### config.mk
export PLATFORM = sky130hd
export DESIGN_NAME = sia_front
export DESIGN_NICKNAME = d
export VERILOG_FILES = /design/src/rtl/core/sia_pkg.sv /design/src/rtl/core/sia_front.sv
export SDC_FILE = /design/constraint.sdc
export NUM_CORES = 1
export LEC_CHECK = 0
export ABC_AREA = 1
export BUFFER_PORTS_ARGS = -buffer_cell sky130_fd_sc_hd__buf_2
export CORE_UTILIZATION = 25
export DETAILED_ROUTE_END_ITERATION = 8
export GPL_TIMING_DRIVEN = 0
export PLACE_DENSITY = 0.41
export RECOVER_POWER = 25
export SLEW_MARGIN = 10
export SYNTH_ARGS = -nofsm -noshare
export SYNTH_HDL_FRONTEND = slang
export SYNTH_SLANG_ARGS = --single-unit
### constraint.sdc
create_clock -name clk -period 5.25 [get_ports clk]
set_input_delay 1.575 -clock clk [delete_from_list [all_inputs] [get_ports clk]]
set_output_delay 1.575 -clock clk [all_outputs]
set_load 0.01 [all_outputs]
### src/rtl/core/sia_pkg.sv
// sia_pkg: types, command codes and constants for the script integer ALU.
// Used by sia_front, sia_back and script_integer_alu. No dependencies.
package sia_pkg;

	localparam int QueueDepthDef = 4;
	localparam int DataW = 32;
	localparam int DivSteps = DataW;

	localparam logic [4:0] CMD_DIV  = 5'd6;
	localparam logic [4:0] CMD_REM  = 5'd7;
	localparam logic [4:0] CMD_ADD  = 5'd8;
	localparam logic [4:0] CMD_SUB  = 5'd9;
	localparam logic [4:0] CMD_XOR  = 5'd10;
	localparam logic [4:0] CMD_OR   = 5'd11;
	localparam logic [4:0] CMD_AND  = 5'd12;
	localparam logic [4:0] CMD_EQ   = 5'd13;
	localparam logic [4:0] CMD_LOR  = 5'd14;
	localparam logic [4:0] CMD_GT   = 5'd15;
	localparam logic [4:0] CMD_LT   = 5'd16;
	localparam logic [4:0] CMD_GE   = 5'd17;
	localparam logic [4:0] CMD_LE   = 5'd18;
	localparam logic [4:0] CMD_MUL  = 5'd19;
	localparam logic [4:0] CMD_NE   = 5'd20;
	localparam logic [4:0] CMD_LAND = 5'd21;
	localparam logic [4:0] CMD_SHR  = 5'd22;
	localparam logic [4:0] CMD_SHL  = 5'd23;

	localparam logic [1:0] ST_OK      = 2'd0;
	localparam logic [1:0] ST_UNKNOWN = 2'd1;
	localparam logic [1:0] ST_REMZ    = 2'd2;

	localparam logic [DataW-1:0] DIV_ZERO_VALUE = 32'h0FFF_FFFF;

	typedef enum logic [4:0] {
		OP_ADD, OP_SUB, OP_MUL, OP_DIV, OP_REM, OP_OR, OP_XOR, OP_AND,
		OP_SHL, OP_SHR, OP_LAND, OP_LOR, OP_EQ, OP_NE, OP_GT, OP_LT,
		OP_GE, OP_LE, OP_UNK
	} op_t;

	typedef struct packed {
		logic [4:0]              command;
		logic signed [DataW-1:0] left_operand;
		logic signed [DataW-1:0] right_operand;
	} req_word_t;

	typedef struct packed {
		logic signed [DataW-1:0] result_value;
		logic [1:0]              status;
	} rsp_word_t;

	// decoded word held in the queue
	typedef struct packed {
		op_t                     op;
		logic signed [DataW-1:0] a;
		logic signed [DataW-1:0] b;
	} dec_word_t;

	// per-stage control carried down the back pipeline
	typedef struct packed {
		op_t              op;
		logic [DataW-1:0] res;
		logic [1:0]       status;
		logic             an;
		logic             bn;
		logic             bz;
	} ctl_t;

endpackage

### src/rtl/core/sia_front.sv
// sia_front: accepts request words, decodes the command, and queues them.
// Depends on sia_pkg.
module sia_front import sia_pkg::*; #(
	parameter int QueueDepth = QueueDepthDef
) (
	input  logic      clk,
	input  logic      arst_n,
	input  logic      req_valid,
	output logic      req_stall,
	input  req_word_t req,
	output logic      q_valid,
	input  logic      q_pop,
	output dec_word_t q_head
);
	localparam int PtrW = (QueueDepth > 1) ? $clog2(QueueDepth) : 1;
	localparam int CntW = $clog2(QueueDepth + 1);

	dec_word_t       mem_q [QueueDepth];
	logic [PtrW-1:0] wr_ptr_q, rd_ptr_q;
	logic [CntW-1:0] count_q;
	logic            push, pop;
	op_t             op;

	always_comb begin
		case (req.command)
			CMD_ADD:  op = OP_ADD;
			CMD_SUB:  op = OP_SUB;
			CMD_MUL:  op = OP_MUL;
			CMD_DIV:  op = OP_DIV;
			CMD_REM:  op = OP_REM;
			CMD_OR:   op = OP_OR;
			CMD_XOR:  op = OP_XOR;
			CMD_AND:  op = OP_AND;
			CMD_SHL:  op = OP_SHL;
			CMD_SHR:  op = OP_SHR;
			CMD_LAND: op = OP_LAND;
			CMD_LOR:  op = OP_LOR;
			CMD_EQ:   op = OP_EQ;
			CMD_NE:   op = OP_NE;
			CMD_GT:   op = OP_GT;
			CMD_LT:   op = OP_LT;
			CMD_GE:   op = OP_GE;
			CMD_LE:   op = OP_LE;
			default:  op = OP_UNK;
		endcase
	end

	assign req_stall = (count_q == CntW'(QueueDepth));
	assign push      = req_valid && !req_stall;
	assign q_valid   = (count_q != '0);
	assign pop       = q_pop && q_valid;
	assign q_head    = mem_q[rd_ptr_q];

	always_ff @(posedge clk) begin
		if (push) begin
			mem_q[wr_ptr_q] <= '{op: op, a: req.left_operand, b: req.right_operand};
		end
	end

	always_ff @(posedge clk or negedge arst_n) begin
		if (!arst_n) begin
			wr_ptr_q <= '0;
			rd_ptr_q <= '0;
			count_q  <= '0;
		end else begin
			if (push) begin
				wr_ptr_q <= (wr_ptr_q == PtrW'(QueueDepth - 1)) ? '0 : wr_ptr_q + 1'b1;
			end
			if (pop) begin
				rd_ptr_q <= (rd_ptr_q == PtrW'(QueueDepth - 1)) ? '0 : rd_ptr_q + 1'b1;
			end
			if (push && !pop) begin
				count_q <= count_q + 1'b1;
			end else if (pop && !push) begin
				count_q <= count_q - 1'b1;
			end
		end
	end

	a_count_bound: assert property (@(posedge clk) disable iff (!arst_n)
		count_q <= CntW'(QueueDepth)) else $error("queue count overflow");
	a_count_up: assert property (@(posedge clk) disable iff (!arst_n)
		push && !pop |=> count_q == $past(count_q) + 1'b1) else $error("push lost");
	a_count_dn: assert property (@(posedge clk) disable iff (!arst_n)
		pop && !push |=> count_q == $past(count_q) - 1'b1) else $error("pop lost");

endmodule

Word level (Yosys, flattened, before mapping). Memory sizes are Yosys's and may differ from the RTL's. Index checks and enable logic that the tools add are counted.

Flip-flop bits (word level): 7. Memory bits (writable): 276. ROM bits: 160. Input bits: 73. Output and inout bits: 71. Memories: 2.

$add $sub $neg: 4. Equality and inequality tests: 3. Muxes and demuxes: 6. Reductions and logical operators: 9.

Memory list: mem_q (depth 4, bits a word 69, rd ports 1, clocked after Yosys merged registers in 0, write ports 1, line sia_front.sv:18) `dec_word_t mem_q [QueueDepth];`; (no name shown) (depth 32, bits a word 5, rd ports 1, clocked after Yosys merged registers in 0, write ports 0, line sia_front.sv:25) `case (req.command)`.

Operators by type and width (count): $mux 3 (2); $add 2x1->2 const B (2); $eq 2x2->1 const B (2); $logic_and 1x1->1 (4); $mux 2 (2); $add 3x1->3 const B (1); $eq 3x3->1 const B (1); $logic_not 1->1 (3); $reduce_bool 3->1 (1); $sub 3x1->3 const B (1); $mux 1 (2); $reduce_bool 2->1 (1).

Logic depth before layout (Yosys ltp).
Word-level depth: 7. Depth in mapped cells: 11.

Least setup slack after synthesis. OpenSTA, ideal clock, no wires.

Kind: input -> register. Start point: input port req_valid. End point: memory mem_q[0][0] (netlist bit), enable pin. Arrival time: 4.613 ns. Data required time: 4.753 ns. Path slack: 0.140 ns. Stages on the path: 2. Path buffers: 0. Path through: nand2_1 nor2_1.

Longest elaborated chain between the ends: 3.

Ends and longest elaborated chain: start, declared (line sia_front.sv:8) `input logic req_valid,`; $logic_and 1x1->1 (line sia_front.sv:49) `assign push = req_valid && !req_stall;`; $mux 1 (line sia_front.sv:55) `if (push) begin`; $mux 1 (implied by the code) (line sia_front.sv:56) `mem_q[wr_ptr_q] <= '{op: op, a: req.left_operand, b: req.right_operand};`; end, declared (line sia_front.sv:18).

Every way passes these cells.

==> run metrics <==
die height 211 µm; top-count cell post-synth edfxtp_1; Tightest Hold Check Type reg -> reg; Crit path largest cell delay 580 ps; final std cells w/o fill 1,565; Post-Syn Instances 769; Synth area leader edfxtp_1; layout cells sized above 1 18.9%; Max clock buf depth 3; wirelength, routed 29,100 µm; die width 211 µm; synthesized flop and latch total 283; DRC errors left 0; RSZ-0062 raised after global routing no; worst hold slack 496 ps; pin count of the biggest net entering global routing 24; Worst Setup End Kind primary output; LEAKAGE 4.67 nW; hold_buf cts 0; Avg Synthesized Cell Area 14.2 µm²; initial core utilization 25.3%; Fillers 4,366; GRT Overall Usage 12.9%; wire per inst 18.6 µm; Synth Net Count 856; Max Slew Vio Count 0; slowest CP cell dfrtp_1; mapped cell area 10,900 µm²; die area 44,500 µm²; Crit path arrival time 2650 ps; CP Depth 6; most common library cells after synthesis 276 x edfxtp_1, 144 x nor2_1, 92 x o21ai_0; Layout Skew 7.20 ps; EDFF count, synth 276; reg-to-reg slack, setup 2930 ps; initial antenna violation count 1; Ant. Diodes 0; CP Launch Point rd_ptr_q[1]$_DFFE_PN0P_; dpl cells 1,508; Max Cap Viol 0; drt first-iter violations 309; endpoint of the worst setup timing path q_head[65]; Reg-to-Reg Start count_q[0]$_DFFE_PN0P_; num rows 76; Ys Warns 0; Clock Latency Late Sink 560 ps; final hold vios 0; core area 43,100 µm²; CTS buffer count 31; power per standard cell area 594 nW/µm²; status completed; IO Pins 144; Synth area leaders edfxtp_1 76%, nor2_1 5.0%, o21ai_0 4.2%, o22ai_1 4.0%, o21ai_1 2.4%; worst path cell trace inv_2 > buf_2 > buf_2 > o21ai_1 > o22ai_1 > buf_2; asr flop ratio synth 2.47%; worst r2r dst mem_q[0][12]$_DFFE_PP_; period utilization 80.5%; worst path bufs/invs 4; Detail Route Antenna Nets 0; setup violators final 0; CP dominant cell by count buf_2; peak supply drop 265 µV; FMAX 236 MHz; Vias/cell 4.28; clock root cell clkbuf_16; number of port buffers 142; Final #Nets 1,043; vias in the first global route 6,587; CP max FO 10; Slew @ Worst Pin 700 ps; max_slew headroom 53.3%; crit path time final 4230 ps; Synth cell types 23; hpwl dp 18,600 µm; grt total ovfl 0; FF-to-FF path depth 6; Final GP Congestion 0.710; crit path kind reg -> out; CTS tree done; CTS Sinks 283; first-pass GRT wire length 42,400 µm; sequential area share after synthesis 77.5%; Area growth syn-to-layout 24.7%; hold path depth 2; H-tree lvl count 1; top cell type's share of synthesized area 75.9%; Setup crit start kind flip-flop; delay-heaviest family, CP buffers and inverters; critical path data required time 3680 ps; prevailing post-synth register cell edfxtp_1; post-CTS sizing 0; DR pass1 iterations 4; clk slew on worst S/H paths 60 ps; number of buffers added for setup after CTS 0; DR vias 6,692
-- registers in the layout, indices dropped and copies added (netlist names) --
name / flops
count_q: 3
mem_q: 276
rd_ptr_q: 2
wr_ptr_q: 2
-- routing by layer --
| metal | up-vias | routed length [µm] | track usage (%) |
|---|---|---|---|
| met5 | - | 13 | 0 |
| met1 | 3266 | 13400 | 17.4 |
| met4 | 2 | 491 | 3.22 |
| met2 | 144 | 13700 | 21.3 |
| met3 | 37 | 1470 | 2.48 |
| li1 | 3243 | - | - |
-- kinds of logic (layout without fill, tap and decap cells) --
group	count (synthesis)	after routing	synth area share (%)
DFF	283	283	77.5
and+or+nand+nor	187	187	6.58
buffers and inverters	67	278	3.35
AOI/OAI and AO/OA	217	217	10.8
adders and majority gates	14	14	1.67
xor gates and xnor gates	1	1	0.0802
-- layout make-up --
class | count | area (µm²) | share of cell area (%)
Buffer | 45 | 283 | 2.08
Clock buffer | 37 | 798 | 5.86
Clock inverter | 20 | 220 | 1.62
Inverter | 22 | 82.6 | 0.607
Multi-Input combinational cell | 419 | 2120 | 15.6
Sequential cell | 283 | 8460 | 62.2
Tap cell | 585 | 732 | 5.38
Timing Repair Buffer | 154 | 913 | 6.71
-- power breakdown --
part / total (mW) / switching, mW / internal (mW) / leakage (nW)
Clock: 2.18 / 0.863 / 1.32 / 0.494
Sequential: 3.08 / 0.119 / 2.96 / 2.61
Combinational: 2.83 / 1.88 / 0.945 / 1.56
-- worst min path at each step --
stage / start / to / slack [ps]
global placement: count_q[2]$_DFFE_PN0P_ / count_q[2]$_DFFE_PN0P_ / 490
floorplan: count_q[2]$_DFFE_PN0P_ / count_q[2]$_DFFE_PN0P_ / 460
global route: count_q[2]$_DFFE_PN0P_ / count_q[2]$_DFFE_PN0P_ / 530
finish: count_q[2]$_DFFE_PN0P_ / count_q[2]$_DFFE_PN0P_ / 500
detailed placement: count_q[2]$_DFFE_PN0P_ / count_q[2]$_DFFE_PN0P_ / 490
CTS: count_q[2]$_DFFE_PN0P_ / count_q[2]$_DFFE_PN0P_ / 500
-- placed cells by master, fill, tap and decap left out, types with 5 or more instances in the layout --
cell type / n
o21ai_1: 53
clkbuf_1: 71
edfxtp_1: 276
o21ai_0: 92
bufinv_16: 5
o22ai_1: 69
buf_12: 10
ha_1: 13
inv_1: 18
nand2_1: 33
nor2_1: 140
nand3_1: 7
dfrtp_1: 7
buf_2: 107
clkinv_1: 9
clkbuf_16: 31
buf_6: 13
-- worst reg2reg max path, stage by stage, from the launching register on --
cell and delay [ps]:
dfrtp_1 420, inv_2 50, nand3_1 110, nand2_1 300
nor2_4 650, buf_16 250, buf_12 210
-- stage by stage --
stage          total power, mW  setup slack [ps]  setup TNS, ps  util (%)  cell area (µm²)
2_1_floorplan             4.70               140              0         -            10900
3_3_place_gp              6.03             -3070        -814250      28.7            12400
3_5_place_dp              6.07              1520              0      29.4            12600
4_1_cts                   8.28               907              0      31.7            13700
5_1_grt                   8.58               888              0      31.6            13600
6_report                  8.09              1020              0      31.6            13600
Note: power is estimated with default switching activity, not from simulation.
